**src/sv/rsi_pkg.sv**
```systemverilog
// Shared types and constants for the relative strength index block.
// Used by every module of the block; depends on nothing.
package rsi_pkg;

    // Field widths
    localparam int PRICE_W   = 32;
    localparam int STAMP_W   = 32;
    localparam int RSI_W     = 23;
    localparam int PERIOD_W  = 7;
    localparam int FRAC_BITS = 16;

    // Average gain/loss: integer price part plus fraction bits
    localparam int AVG_W  = PRICE_W + FRAC_BITS;
    // Warm-up sum of up to 2**PERIOD_W - 1 differences
    localparam int SUM_W  = PRICE_W + PERIOD_W;
    // Average times (period - 1)
    localparam int PROD_W = AVG_W + PERIOD_W;

    // Long divider: quotient bits retired per cycle and cycles per division
    localparam int DIV_STEPS  = 4;
    localparam int DIV_BITS   = (PROD_W > SUM_W + FRAC_BITS) ? PROD_W : SUM_W + FRAC_BITS;
    localparam int DIV_CYCLES = (DIV_BITS + DIV_STEPS - 1) / DIV_STEPS;
    localparam int DIV_NUM_W  = DIV_CYCLES * DIV_STEPS;

    // Period register
    localparam logic [PERIOD_W-1:0] PERIOD_RESET = PERIOD_W'(14);
    localparam logic [PERIOD_W-1:0] PERIOD_MIN   = PERIOD_W'(2);
    localparam logic [PERIOD_W-1:0] PERIOD_MAX   = PERIOD_W'(64);

    // RSI scale: 100 in fixed point, and the value for flat series
    localparam logic [RSI_W-1:0] RSI_SCALE = RSI_W'(100 << FRAC_BITS);
    localparam logic [RSI_W-1:0] RSI_HALF  = RSI_W'(50 << FRAC_BITS);

    // Which average a smoothing pass works on
    localparam logic SIDE_GAIN = 1'b0;
    localparam logic SIDE_LOSS = 1'b1;

    typedef struct packed {
        logic               first_of_series;
        logic [PRICE_W-1:0] close_price;
        logic [STAMP_W-1:0] time_stamp;
    } rsi_in_t;

    typedef struct packed {
        logic [RSI_W-1:0]   rsi_value;
        logic               rsi_valid;
        logic [STAMP_W-1:0] out_time;
    } rsi_out_t;

    // Controller to datapath
    typedef struct packed {
        logic load;
        logic restart;
        logic accum;
        logic advance;
        logic mul;
        logic div_start;
        logic div_store;
        logic ratio_start;
        logic emit;
        logic side;
        logic smooth;
        logic emit_valid;
    } rsi_cmd_t;

    // Datapath to controller
    typedef struct packed {
        logic restart;
        logic warm;
        logic seed;
        logic div_done;
        logic ratio_done;
        logic out_free;
    } rsi_stat_t;

endpackage

```
**src/sv/relative_strength_index.sv**
```systemverilog
// Top level of the Wilder relative strength index block.
// Depends on rsi_pkg, rsi_ctrl and rsi_dp.
//
//   channel   valid         stall          payload               dir
//   quote     quote_valid   quote_stall    quote  (rsi_in_t)     in
//   result    result_valid  result_stall   result (rsi_out_t)    out
//   period    period_we     -              period_data (7 bits)  in
//
// One beat at a time. A restarting or warm-up beat goes load, decide, emit;
// the seeding beat adds two passes of the shared long divider (start,
// 14 steps of 4 quotient bits, done) and the ratio unit (start, 23 scale
// bits one a cycle, done), and every later beat adds one multiply step per
// side before each divider pass.
// rst_n clears the period to 14 and the series state; no clearing pass.
// A finished result waits in the output register while the next quote beat
// is taken; only the emit step waits for result_stall to drop.
module relative_strength_index
    import rsi_pkg::*;
(
    input  logic                clk,
    input  logic                rst_n,
    input  logic                quote_valid,
    output logic                quote_stall,
    input  rsi_in_t             quote,
    input  logic                period_we,
    input  logic [PERIOD_W-1:0] period_data,
    output logic                result_valid,
    input  logic                result_stall,
    output rsi_out_t            result
);

    rsi_cmd_t  cmd;
    rsi_stat_t stat;

    rsi_ctrl u_ctrl (
        .clk         (clk),
        .rst_n       (rst_n),
        .quote_valid (quote_valid),
        .quote_stall (quote_stall),
        .stat        (stat),
        .cmd         (cmd)
    );

    rsi_dp u_dp (
        .clk          (clk),
        .rst_n        (rst_n),
        .cmd          (cmd),
        .stat         (stat),
        .quote        (quote),
        .period_we    (period_we),
        .period_data  (period_data),
        .result_valid (result_valid),
        .result_stall (result_stall),
        .result       (result)
    );

`ifndef SYNTHESIS
    // An invalid result carries all-zero fields
    a_blank_result: assert property (@(posedge clk) disable iff (!rst_n)
        result_valid && !result.rsi_valid |-> result.rsi_value == '0 && result.out_time == '0)
        else $error("invalid result with nonzero fields");

    // A valid RSI never exceeds 100
    a_rsi_range: assert property (@(posedge clk) disable iff (!rst_n)
        result_valid && result.rsi_valid |-> result.rsi_value <= RSI_SCALE)
        else $error("rsi_value above full scale");

    // Once a quote beat is taken the block works on it before taking another
    a_one_at_a_time: assert property (@(posedge clk) disable iff (!rst_n)
        quote_valid && !quote_stall |=> quote_stall)
        else $error("second quote beat taken back to back");
`endif

endmodule

```
**src/sv/rsi_div.sv**
```systemverilog
// Long divider for the average updates: wide numerator, period-sized divisor,
// DIV_STEPS quotient bits per cycle. Depends on rsi_pkg.
module rsi_div
    import rsi_pkg::*;
(
    input  logic                 clk,
    input  logic                 rst_n,
    input  logic                 start,
    input  logic [DIV_NUM_W-1:0] numer,
    input  logic [PERIOD_W-1:0]  divisor,
    output logic                 done,
    output logic [AVG_W-1:0]     quot
);

    localparam int CYC_W = $clog2(DIV_CYCLES);

    logic [DIV_NUM_W-1:0] num_reg, num_next;
    logic [PERIOD_W-1:0]  rem_reg, rem_next;
    logic [CYC_W-1:0]     cnt_reg;
    logic                 busy_reg;
    logic                 done_reg;

    // Retire DIV_STEPS quotient bits; quotient bits shift in at the bottom
    always_comb
    begin : div_step
        logic [PERIOD_W:0] trial;
        num_next = num_reg;
        rem_next = rem_reg;
        for (int i = 0; i < DIV_STEPS; i++)
        begin
            trial    = {rem_next, num_next[DIV_NUM_W-1]};
            num_next = {num_next[DIV_NUM_W-2:0], 1'b0};
            if (trial >= {1'b0, divisor})
            begin
                rem_next    = PERIOD_W'(trial - {1'b0, divisor});
                num_next[0] = 1'b1;
            end
            else
            begin
                rem_next = trial[PERIOD_W-1:0];
            end
        end
    end

    // Sequence the division
    always_ff @(posedge clk or negedge rst_n)
    begin
        if (!rst_n)
        begin
            busy_reg <= 1'b0;
            done_reg <= 1'b0;
            cnt_reg  <= '0;
        end
        else
        begin
            done_reg <= 1'b0;
            if (start)
            begin
                busy_reg <= 1'b1;
                cnt_reg  <= '0;
            end
            else if (busy_reg)
            begin
                if (cnt_reg == CYC_W'(DIV_CYCLES - 1))
                begin
                    busy_reg <= 1'b0;
                    done_reg <= 1'b1;
                end
                cnt_reg <= cnt_reg + 1'b1;
            end
        end
    end

    // Hold numerator/quotient and partial remainder
    always_ff @(posedge clk)
    begin
        if (start)
        begin
            num_reg <= numer;
            rem_reg <= '0;
        end
        else if (busy_reg)
        begin
            num_reg <= num_next;
            rem_reg <= rem_next;
        end
    end

    assign done = done_reg;
    assign quot = num_reg[AVG_W-1:0];

endmodule

```
**src/sv/rsi_ratio.sv**
```systemverilog
// Exact ratio unit: floor(RSI_SCALE * G / (G + L)), one scale bit per cycle.
// Depends on rsi_pkg.
module rsi_ratio
    import rsi_pkg::*;
(
    input  logic             clk,
    input  logic             rst_n,
    input  logic             start,
    input  logic [AVG_W-1:0] gain_avg,
    input  logic [AVG_W-1:0] loss_avg,
    output logic             done,
    output logic [RSI_W-1:0] value
);

    localparam int BIT_W = $clog2(RSI_W);
    localparam int T_W   = AVG_W + 3;

    logic [AVG_W-1:0] g_reg;
    logic [AVG_W:0]   s_reg;
    logic [AVG_W:0]   r_reg, r_next;
    logic [RSI_W-1:0] q_reg, q_next;
    logic [BIT_W-1:0] bit_reg;
    logic             busy_reg;
    logic             done_reg;

    // Double the remainder, add G on set scale bits, take out up to 2*S
    always_comb
    begin : ratio_step
        logic [T_W-1:0] t;
        logic [T_W-1:0] s1;
        logic [T_W-1:0] s2;
        logic [1:0]     qinc;
        t  = {1'b0, r_reg, 1'b0}
           + (RSI_SCALE[bit_reg] ? {3'b000, g_reg} : {T_W{1'b0}});
        s1 = {2'b00, s_reg};
        s2 = {1'b0, s_reg, 1'b0};
        priority if (t >= s2)
        begin
            r_next = (AVG_W + 1)'(t - s2);
            qinc   = 2'd2;
        end
        else if (t >= s1)
        begin
            r_next = (AVG_W + 1)'(t - s1);
            qinc   = 2'd1;
        end
        else
        begin
            r_next = t[AVG_W:0];
            qinc   = 2'd0;
        end
        q_next = RSI_W'({q_reg, 1'b0} + {{(RSI_W - 1){1'b0}}, qinc});
    end

    // Sequence the scale bits, most significant first
    always_ff @(posedge clk or negedge rst_n)
    begin
        if (!rst_n)
        begin
            busy_reg <= 1'b0;
            done_reg <= 1'b0;
        end
        else
        begin
            done_reg <= 1'b0;
            if (start)
            begin
                busy_reg <= 1'b1;
            end
            else if (busy_reg && bit_reg == '0)
            begin
                busy_reg <= 1'b0;
                done_reg <= 1'b1;
            end
        end
    end

    // Operands, remainder and quotient
    always_ff @(posedge clk)
    begin
        if (start)
        begin
            g_reg   <= gain_avg;
            s_reg   <= {1'b0, gain_avg} + {1'b0, loss_avg};
            r_reg   <= '0;
            q_reg   <= '0;
            bit_reg <= BIT_W'(RSI_W - 1);
        end
        else if (busy_reg)
        begin
            r_reg   <= r_next;
            q_reg   <= q_next;
            bit_reg <= bit_reg - 1'b1;
        end
    end

    assign done  = done_reg;
    // Both averages zero: report the midpoint
    assign value = (s_reg == '0) ? RSI_HALF : q_reg;

endmodule

```
**src/sv/rsi_dp.sv**
```systemverilog
// Datapath: series state, period register, multiplier, output register,
// and the divider and ratio units. Depends on rsi_pkg, rsi_div, rsi_ratio.
module rsi_dp
    import rsi_pkg::*;
(
    input  logic                clk,
    input  logic                rst_n,
    input  rsi_cmd_t            cmd,
    output rsi_stat_t           stat,
    input  rsi_in_t             quote,
    input  logic                period_we,
    input  logic [PERIOD_W-1:0] period_data,
    output logic                result_valid,
    input  logic                result_stall,
    output rsi_out_t            result
);

    logic [PERIOD_W-1:0] period_reg;
    logic [PRICE_W-1:0]  prev_price_reg;
    logic                have_prev_reg;
    logic [PERIOD_W-1:0] count_reg;
    logic [AVG_W-1:0]    avg_gain_reg;
    logic [AVG_W-1:0]    avg_loss_reg;

    logic                first_reg;
    logic [PRICE_W-1:0]  price_reg;
    logic [STAMP_W-1:0]  stamp_reg;
    logic [PRICE_W-1:0]  gain_reg;
    logic [PRICE_W-1:0]  loss_reg;
    logic [PROD_W-1:0]   prod_reg;

    logic                out_valid_reg;
    rsi_out_t            out_data_reg;

    logic [PERIOD_W-1:0]  period_clamped;
    logic [PERIOD_W-1:0]  period_m1;
    logic [AVG_W-1:0]     side_avg;
    logic [PRICE_W-1:0]   side_diff;
    logic [PROD_W-1:0]    prod_c;
    logic [DIV_NUM_W-1:0] div_numer;
    logic                 div_done;
    logic [AVG_W-1:0]     div_quot;
    logic                 ratio_done;
    logic [RSI_W-1:0]     ratio_value;

    // Clamp a period write into the legal range
    always_comb
    begin
        priority if (period_data < PERIOD_MIN)
            period_clamped = PERIOD_MIN;
        else if (period_data > PERIOD_MAX)
            period_clamped = PERIOD_MAX;
        else
            period_clamped = period_data;
    end

    assign period_m1 = period_reg - 1'b1;
    assign side_avg  = (cmd.side == SIDE_LOSS) ? avg_loss_reg : avg_gain_reg;
    assign side_diff = (cmd.side == SIDE_LOSS) ? loss_reg : gain_reg;
    assign prod_c    = PROD_W'(side_avg) * PROD_W'(period_m1);

    // Seed divides the raw sum; smoothing divides avg*(p-1) + diff
    assign div_numer = cmd.smooth
        ? DIV_NUM_W'(prod_reg) + DIV_NUM_W'({side_diff, {FRAC_BITS{1'b0}}})
        : DIV_NUM_W'({side_avg[SUM_W-1:0], {FRAC_BITS{1'b0}}});

    // Series state and period register
    always_ff @(posedge clk or negedge rst_n)
    begin
        if (!rst_n)
        begin
            period_reg     <= PERIOD_RESET;
            prev_price_reg <= '0;
            have_prev_reg  <= 1'b0;
            count_reg      <= '0;
            avg_gain_reg   <= '0;
            avg_loss_reg   <= '0;
        end
        else
        begin
            if (cmd.restart)
            begin
                prev_price_reg <= price_reg;
                have_prev_reg  <= 1'b1;
                count_reg      <= '0;
                avg_gain_reg   <= '0;
                avg_loss_reg   <= '0;
            end
            if (cmd.accum)
            begin
                avg_gain_reg <= avg_gain_reg + AVG_W'(gain_reg);
                avg_loss_reg <= avg_loss_reg + AVG_W'(loss_reg);
                count_reg    <= count_reg + 1'b1;
            end
            if (cmd.advance)
                prev_price_reg <= price_reg;
            if (cmd.div_store)
            begin
                if (cmd.side == SIDE_LOSS)
                    avg_loss_reg <= div_quot;
                else
                    avg_gain_reg <= div_quot;
            end
            // A new period restarts warm-up
            if (period_we)
            begin
                period_reg    <= period_clamped;
                have_prev_reg <= 1'b0;
            end
        end
    end

    // Capture the beat and its price difference; hold the product
    always_ff @(posedge clk)
    begin
        if (cmd.load)
        begin
            first_reg <= quote.first_of_series;
            price_reg <= quote.close_price;
            stamp_reg <= quote.time_stamp;
            if (quote.close_price > prev_price_reg)
            begin
                gain_reg <= quote.close_price - prev_price_reg;
                loss_reg <= '0;
            end
            else
            begin
                gain_reg <= '0;
                loss_reg <= prev_price_reg - quote.close_price;
            end
        end
        if (cmd.mul)
            prod_reg <= prod_c;
    end

    // Output register: load on emit, drop when taken
    always_ff @(posedge clk or negedge rst_n)
    begin
        if (!rst_n)
            out_valid_reg <= 1'b0;
        else if (cmd.emit)
            out_valid_reg <= 1'b1;
        else if (!result_stall)
            out_valid_reg <= 1'b0;
    end

    always_ff @(posedge clk)
    begin
        if (cmd.emit)
        begin
            if (cmd.emit_valid)
            begin
                out_data_reg.rsi_value <= ratio_value;
                out_data_reg.rsi_valid <= 1'b1;
                out_data_reg.out_time  <= stamp_reg;
            end
            else
            begin
                out_data_reg <= '0;
            end
        end
    end

    rsi_div u_div (
        .clk     (clk),
        .rst_n   (rst_n),
        .start   (cmd.div_start),
        .numer   (div_numer),
        .divisor (period_reg),
        .done    (div_done),
        .quot    (div_quot)
    );

    rsi_ratio u_ratio (
        .clk      (clk),
        .rst_n    (rst_n),
        .start    (cmd.ratio_start),
        .gain_avg (avg_gain_reg),
        .loss_avg (avg_loss_reg),
        .done     (ratio_done),
        .value    (ratio_value)
    );

    // Status to the controller
    assign stat.restart    = first_reg | ~have_prev_reg;
    assign stat.warm       = count_reg < period_reg;
    assign stat.seed       = ({1'b0, count_reg} + 1'b1) == {1'b0, period_reg};
    assign stat.div_done   = div_done;
    assign stat.ratio_done = ratio_done;
    assign stat.out_free   = ~out_valid_reg | ~result_stall;

    assign result_valid = out_valid_reg;
    assign result       = out_data_reg;

endmodule

```
**src/sv/rsi_ctrl.sv**
```systemverilog
// Controller: sequences one beat through classify, then multiply, divide and
// ratio as the beat needs, and emit. Depends on rsi_pkg.
module rsi_ctrl
    import rsi_pkg::*;
(
    input  logic      clk,
    input  logic      rst_n,
    input  logic      quote_valid,
    output logic      quote_stall,
    input  rsi_stat_t stat,
    output rsi_cmd_t  cmd
);

    typedef enum logic [2:0] {
        ST_IDLE,
        ST_DECIDE,
        ST_MUL,
        ST_DIV_START,
        ST_DIV_WAIT,
        ST_RATIO_START,
        ST_RATIO_WAIT,
        ST_EMIT
    } state_t;

    state_t state_reg, state_next;
    logic   side_reg, side_next;
    logic   smooth_reg, smooth_next;
    logic   valid_reg, valid_next;

    // Next state and commands
    always_comb
    begin
        state_next     = state_reg;
        side_next      = side_reg;
        smooth_next    = smooth_reg;
        valid_next     = valid_reg;
        cmd            = '0;
        cmd.side       = side_reg;
        cmd.smooth     = smooth_reg;
        cmd.emit_valid = valid_reg;
        unique case (state_reg)
            ST_IDLE:
            begin
                if (quote_valid)
                begin
                    cmd.load   = 1'b1;
                    state_next = ST_DECIDE;
                end
            end
            ST_DECIDE:
            begin
                side_next   = SIDE_GAIN;
                smooth_next = 1'b0;
                valid_next  = 1'b0;
                priority if (stat.restart)
                begin
                    cmd.restart = 1'b1;
                    state_next  = ST_EMIT;
                end
                else if (stat.warm)
                begin
                    cmd.accum   = 1'b1;
                    cmd.advance = 1'b1;
                    state_next  = stat.seed ? ST_DIV_START : ST_EMIT;
                end
                else
                begin
                    cmd.advance = 1'b1;
                    smooth_next = 1'b1;
                    state_next  = ST_MUL;
                end
            end
            ST_MUL:
            begin
                cmd.mul    = 1'b1;
                state_next = ST_DIV_START;
            end
            ST_DIV_START:
            begin
                cmd.div_start = 1'b1;
                state_next    = ST_DIV_WAIT;
            end
            ST_DIV_WAIT:
            begin
                if (stat.div_done)
                begin
                    cmd.div_store = 1'b1;
                    if (side_reg == SIDE_GAIN)
                    begin
                        side_next  = SIDE_LOSS;
                        state_next = smooth_reg ? ST_MUL : ST_DIV_START;
                    end
                    else
                    begin
                        state_next = ST_RATIO_START;
                    end
                end
            end
            ST_RATIO_START:
            begin
                cmd.ratio_start = 1'b1;
                state_next      = ST_RATIO_WAIT;
            end
            ST_RATIO_WAIT:
            begin
                if (stat.ratio_done)
                begin
                    valid_next = 1'b1;
                    state_next = ST_EMIT;
                end
            end
            ST_EMIT:
            begin
                if (stat.out_free)
                begin
                    cmd.emit   = 1'b1;
                    state_next = ST_IDLE;
                end
            end
            default:
            begin
                state_next = ST_IDLE;
            end
        endcase
    end

    // State and registered flags
    always_ff @(posedge clk or negedge rst_n)
    begin
        if (!rst_n)
        begin
            state_reg  <= ST_IDLE;
            side_reg   <= SIDE_GAIN;
            smooth_reg <= 1'b0;
            valid_reg  <= 1'b0;
        end
        else
        begin
            state_reg  <= state_next;
            side_reg   <= side_next;
            smooth_reg <= smooth_next;
            valid_reg  <= valid_next;
        end
    end

    assign quote_stall = (state_reg != ST_IDLE);

endmodule
```
**config.mk**
```make
export PLATFORM = sky130hd
export DESIGN_NAME = relative_strength_index
export DESIGN_NICKNAME = d
export VERILOG_FILES = /design/src/sv/rsi_pkg.sv /design/src/sv/relative_strength_index.sv /design/src/sv/rsi_div.sv /design/src/sv/rsi_ratio.sv /design/src/sv/rsi_dp.sv /design/src/sv/rsi_ctrl.sv
export SDC_FILE = /design/constraint.sdc
export NUM_CORES = 2
export LEC_CHECK = 0
export BUFFER_PORTS_ARGS = -buffer_cell sky130_fd_sc_hd__buf_2
export CELL_PAD_IN_SITES_DETAIL_PLACEMENT = 1
export CELL_PAD_IN_SITES_GLOBAL_PLACEMENT = 1
export CORE_MARGIN = 5
export CORE_UTILIZATION = 25
export CTS_BUF_LIST = sky130_fd_sc_hd__clkbuf_8 sky130_fd_sc_hd__clkbuf_16
export CTS_CLUSTER_DIAMETER = 200
export DETAILED_ROUTE_END_ITERATION = 16
export PLACE_DENSITY_LB_ADDON = 0.08
export SLEW_MARGIN = 5
export SYNTH_ARGS = -nofsm -noshare
export SYNTH_HDL_FRONTEND = slang
export SYNTH_SLANG_ARGS = --single-unit
```
**constraint.sdc**
```tcl
create_clock -name clk -period 10.5 [get_ports clk]
set_input_delay 0 -clock clk [delete_from_list [all_inputs] [get_ports clk]]
set_output_delay 0 -clock clk [all_outputs]
set_load 0.02 [all_outputs]
```
# --- Word level (Yosys, flattened, before mapping) ---
# Memory sizes are Yosys's and may differ from the RTL's. A register that Yosys moved wholly into a read port is not among the register bits.
# Index checks and enable logic that the tools add are counted.
totals:
  mem_count: 1
  mem_bits_ro: 32
  out_inout_bits: 58
  inputBits: 77
  regBits: 635
mem_list:
  columns: ["memory", "words", "word_bits", "read_ports", "rd_clocked_by_memory_dff", "wr", "line", "source"]
  rows:
  - ["(name not given)", 32, 1, 1, 1, 0, "rsi_ratio.sv:34", "+ (RSI_SCALE[bit_reg] ? {3'b000, g_reg} : {T_W{1'b0}});"]
op_classes:
  eq_ne: 14
  bitwise: 6
  magnitude_cmp: 11
  add_sub_neg: 19
  n_reduce_logical: 16
  multipliers: 1
  n_mux: 82
op_table:
  columns: ["cell", "count"]
  rows:
  - ["$mux 48", 10]
  - ["$mux 56", 3]
  - ["$mux 49", 2]
  - ["$sub 49x49->49", 2]
  - ["$add 48x32->48", 2]
  - ["$mux 32", 3]
  - ["$sub 32x32->32", 2]
  - ["$add 55x48->56", 1]
  - ["$mux 7", 8]
  - ["$mul 48x7->55", 1]
  - ["$add 50x48->51", 1]
  - ["$ge 51x49->1", 1]
  - ["$ge 51x50->1", 1]
  - ["$add 48x48->49", 1]
  - ["$logic_not 49->1", 1]
  - ["$mux 1", 36]
  - ["$mux 33", 1]
  - ["$ge 8x7->1", 4]
  - ["$gt 32x32->1", 1]
  - ["$sub 7x7->7", 4]
  - ["$mux 3", 9]
  - ["$pmux 3 s8", 1]
  - ["$add 23x2->23", 1]
  - ["$mux 22", 1]
  - ["other kinds (30)", 52]

# --- Longest topological paths before layout ---
depth:
  ltp_word: 10
  mapped_depth: 41
  depth_no_buf: 41

# --- Cells and area by module ---
# Synthesis repeated with hierarchy kept, for this count alone.
unflattened:
  hier_cells: 6548
  hier_area_um2: 58640.0
modules_own_cells:
  columns: ["mod", "area_each_um2", "instances", "cells_per_inst"]
  rows:
  - ["rsi_dp", 34852.2, 1, 3790]
  - ["rsi_ratio", 18381.4, 1, 2271]
  - ["rsi_div", 4964.8, 1, 437]
  - ["rsi_ctrl", 441.7, 1, 50]

# --- Worst setup path before layout ---
# Ideal clock, no wire load.
synth_path:
  kind: "register to register"
  from: "register u_dp.period_reg[2]"
  to: "register u_dp.u_div.rem_reg[1]"
  path_slack_ps: 2499
  period_less_slack_ps: 8001
  stages_incl_launch_ff: 37
  t_required_ps: 10438
  t_arrival_ps: 7939
  cell_sequence: "dfstp_2 > clkbuf_1 > inv_1 > ha_1 > a21o_1 > a21oi_1 > o21ai_0 > a21o_1 > a21oi_2 > mux2_2 > ha_1 > nor2b_1 > o21ai_0 > a21oi_1 > o21a_1 > o31ai_1 > nand3_1 > o21ai_0 > fa_1 > nor2b_1 > o21ai_0 > a21boi_0 > o21ai_0 > nand2b_1 > o22a_1 > a211oi_4 > mux2i_1 > ha_1 > nor2b_1 > o21ai_0 > nand2b_1 > a21o_1 > a21o_1 > nand2_1 > nand3_1 > or3_1 > nand3_1"
synth_between:
  elab_chain_cells: 8
synth_rtl:
  columns: ["element", "line", "source"]
  rows:
  - ["start: declaration", "rsi_dp.sv:18", "logic [PERIOD_W-1:0] period_reg;"]
  - ["start signal: assignment", "rsi_dp.sv:107", "period_reg <= period_clamped;"]
  - ["$sub 7x7->7 / $ge 8x7->1 (equally long branches)", "rsi_div.sv:35, rsi_div.sv:33", null]
  - ["$mux 7", "rsi_div.sv:33", "if (trial >= {1'b0, divisor})"]
  - ["$sub 7x7->7 / $ge 8x7->1 (equally long branches)", "rsi_div.sv:35, rsi_div.sv:33", null]
  - ["$mux 7", "rsi_div.sv:33", null]
  - ["$ge 8x7->1 / $sub 7x7->7 (equally long branches)", "rsi_div.sv:33, rsi_div.sv:35", null]
  - ["$mux 7", "rsi_div.sv:33", null]
  - ["$sub 7x7->7 / $ge 8x7->1 (equally long branches)", "rsi_div.sv:35, rsi_div.sv:33", null]
  - ["$mux 7 (*)", "rsi_div.sv:33", null]
  - ["end signal: assignment", "rsi_div.sv:85", "rem_reg <= rem_next;"]
  - ["end: declaration", "rsi_div.sv:18", "logic [PERIOD_W-1:0] rem_reg, rem_next;"]
# Mark *: on every way between the ends. The rest lies on a longest branch, timed or not.
# A chain may end at the register's enable or synchronous reset.

# --- Worst setup path in the final report ---
# Ends and elaborated chain as after synthesis.

==> flow_summary.yaml <==
run_status:
  outcome: "completed"
clock_tree:
  cts_root_buf: "clkbuf_16"
  clk_latency_ns: 0.73
  clockBufferDepth: 3
  cts_tree: "done"
  path_clk_slew_ns: 0.05
  hold_buffers: 145
  cts_sinks: 636
  htreeDepth: 3
  numCtsBuffers: 89
  cts_setup_buffers: 0
  cts.repair.resized: 0
routing:
  vias: 47220
  final_antenna_net_count: 0
  totalWireLength_um: 225700
  drt_first_pass_iters: 5
  via_per_inst: 4.965
  drc: 0
  wl_per_cell_um: 23.73
  drtIter0Drc: 2430
yosys:
  yosysTopAreaCell: "edfxtp_1"
  ys_async_sr_fraction_pct: 24.84
  synth_warnings: 0
  synthesis.instances: 6255
  ys_types: 93
  syn-cell-area_mm2: 0.05610
  synth_fp_nets: 7041
  synth_edf_count: 393
  synth_seq_cells: 636
  synth_top_area_share_pct: 21.04
  yosysSeqAreaShare_pct: 31.12
  yosys_most_used_dff: "edfxtp_1"
  syn_avg_cell_area_um2: 8.969
  ys_top_cells_by_area: "edfxtp_1, ha_1, fa_1"
finish:
  area_delta_synth_final_pct: 15.58
  fillers: 25690
  area.sequential_mm2: 0.01747
  mostFrequentLayoutCells: "nand2_1, a21oi_1, inv_1, ha_1, nor2_1"
  instances_no_fill: 9512
  multiInputGateArea_mm2: 0.03615
  nNetsFinal: 7241
  layout-drive-gt1-share_pct: 7.901
  layout_commonest_cell: "nand2_1"
worst_setup_path:
  crit_top_cell: "o21ai_0"
  cp_slowest_stage_delay_ns: 0.66
  start_kind: "register"
  crit_type: "register to register"
  crit_slowest_cell: "dfstp_2"
  endpoint_kind: "register"
  worstPathMaxFanout: 9
  crit_required_ns: 11.15
  arrival_ns: 10.06
grt:
  grt_max_degree: 125
  grt_use_total_pct: 18.84
  grt_overflow_total: 0
  grt_pass1_wl_um: 338300
  grt_pass1_vias: 50140
  antenna_found_initial: 12
run:
  drv_cap: 0
timing:
  fin_setup_tns_ns: 0
  drv_slew: 0
  setup_viol: 0
  hold_viol: 0
  worstMarginPinSlew_ns: 1.136
  whs_ns: 0.06960
  finalClockSkew_ns: 0.05857
  slew-limit-headroom_pct: 23.99
  period_share_pct: 89.66
  min_period_ns: 9.414
  fmax_ghz: 0.1062
  rsz0062_at_grt: "no"
min_path:
  hold_path.class: "primary input to register"
floorplan:
  die_area_mm2: 0.2340
  io_pins: 135
  die_width_um: 483.7
  rows: 173
  start_util_pct: 25.19
  core-area_mm2: 0.2227
  die_h_um: 483.7
placed_design:
  dpl.cell_count: 9194
  hpwlAfterDp_um: 176900
  port_buffers: 134
  gp_congestion: 0.8583
pwr:
  power_leakage_nw: 28.98
  vdd_drop_max_uv: 364.2
  power_density_mw_per_mm2: 394.1
==> final timing paths <==
path | cells past startpoint | endpoint | start | slack, ns
min in group asynchronous | 4 | u_dp.prev_price_reg[30]$_DFFE_PN0P_ | rst_n | 0.54
max in group asynchronous | 4 | u_ctrl.side_reg$_DFFE_PN0P_ | rst_n | 9.01
setup reg to reg | 35 | u_dp.u_div.rem_reg[1]$_SDFFE_PP0P_ | u_dp.period_reg[2]$_DFFE_PN1P_ | 1.09
hold / removal | 2 | u_dp.price_reg[26]$_DFFE_PP_ | quote[58] | 0.07
hold reg to reg | 2 | u_dp.prev_price_reg[27]$_DFFE_PN0P_ | u_dp.price_reg[27]$_DFFE_PP_ | 0.45
setup / recovery | 35 | u_dp.u_div.rem_reg[1]$_SDFFE_PP0P_ | u_dp.period_reg[2]$_DFFE_PN1P_ | 1.09
==> synthesized netlist by cell type (136+ instances only) <==
library cell	n
nand2_1	670
edfxtp_1	393
dfrtp_1	155
nor2_1	455
fa_1	242
a21o_1	235
o21ai_0	383
inv_1	453
a21oi_1	485
xnor2_1	244
xor2_1	149
nand3_1	136
ha_1	467
clkbuf_1	203
and2_1	186
==> routing by layer <==
layer | global-route usage [%] | wire [um] | vias up
li1 | - | - | 22740
met1 | 27.46 | 112700 | 23720
met2 | 30.43 | 101900 | 608
met3 | 1.626 | 6231 | 159
met4 | 3.886 | 4863 | 0
met5 | 0 | 0 | -
==> area by class of cell <==
type,instances,share of cell area [%]
Clock inverter,67,1.083
Sequential cell,636,26.94
Antenna cell,6,0.02316
Timing Repair Buffer,346,4.127
Clock buffer,100,3.686
Tap cell,2975,5.741
Inverter,455,2.642
Multi-Input combinational cell,4927,55.76
==> kinds of logic (layout without fill, tap and decap cells) <==
group           count (synthesis)  after routing  synth area share [%]
fa+ha+maj                     709            709                 19.05
compound gates               1723           1723                 19.75
mux                           134            134                 2.592
simple gates                 1968           1968                 16.68
other cells                     0              6                     0
buf+inv                       692            968                 4.675
xor+xnor                      393            393                 6.135
flops                         636            636                 31.12
==> stage by stage <==
| stage | setup slack [ns] | instance area, um2 | util, % | total power, mW |
|---|---|---|---|---|
| 5_1_grt | 0.2465 | 64830 | 29.11 | 27.77 |
| 6_report | 1.086 | 64840 | 29.11 | 25.55 |
| 2_1_floorplan | 2.499 | 56100 | - | 16.77 |
| 4_1_cts | 0.9184 | 64830 | 29.11 | 25.83 |
| 3_5_place_dp | 0.9414 | 60270 | 27.06 | 22.37 |
| 3_3_place_gp | 1.040 | 60270 | 27.06 | 22.37 |
==> critical path: cells and delay by family, from the launching register on <==
kind,cells,cell delay [ns]
buffers and inverters,1,0.22
AOI/OAI and AO/OA,18,4.47
and+or+nand+nor,10,1.94
DFF,1,0.66
adders and majority gates,4,1.33
muxes,2,0.74
==> where the power goes <==
group | internal [mW] | switching [mW] | total, mW
Clock | 1.89 | 1.30 | 3.19
Combinational | 6.72 | 11.1 | 17.9
Sequential | 3.75 | 0.748 | 4.50
Power figures use the tool's default switching activity.
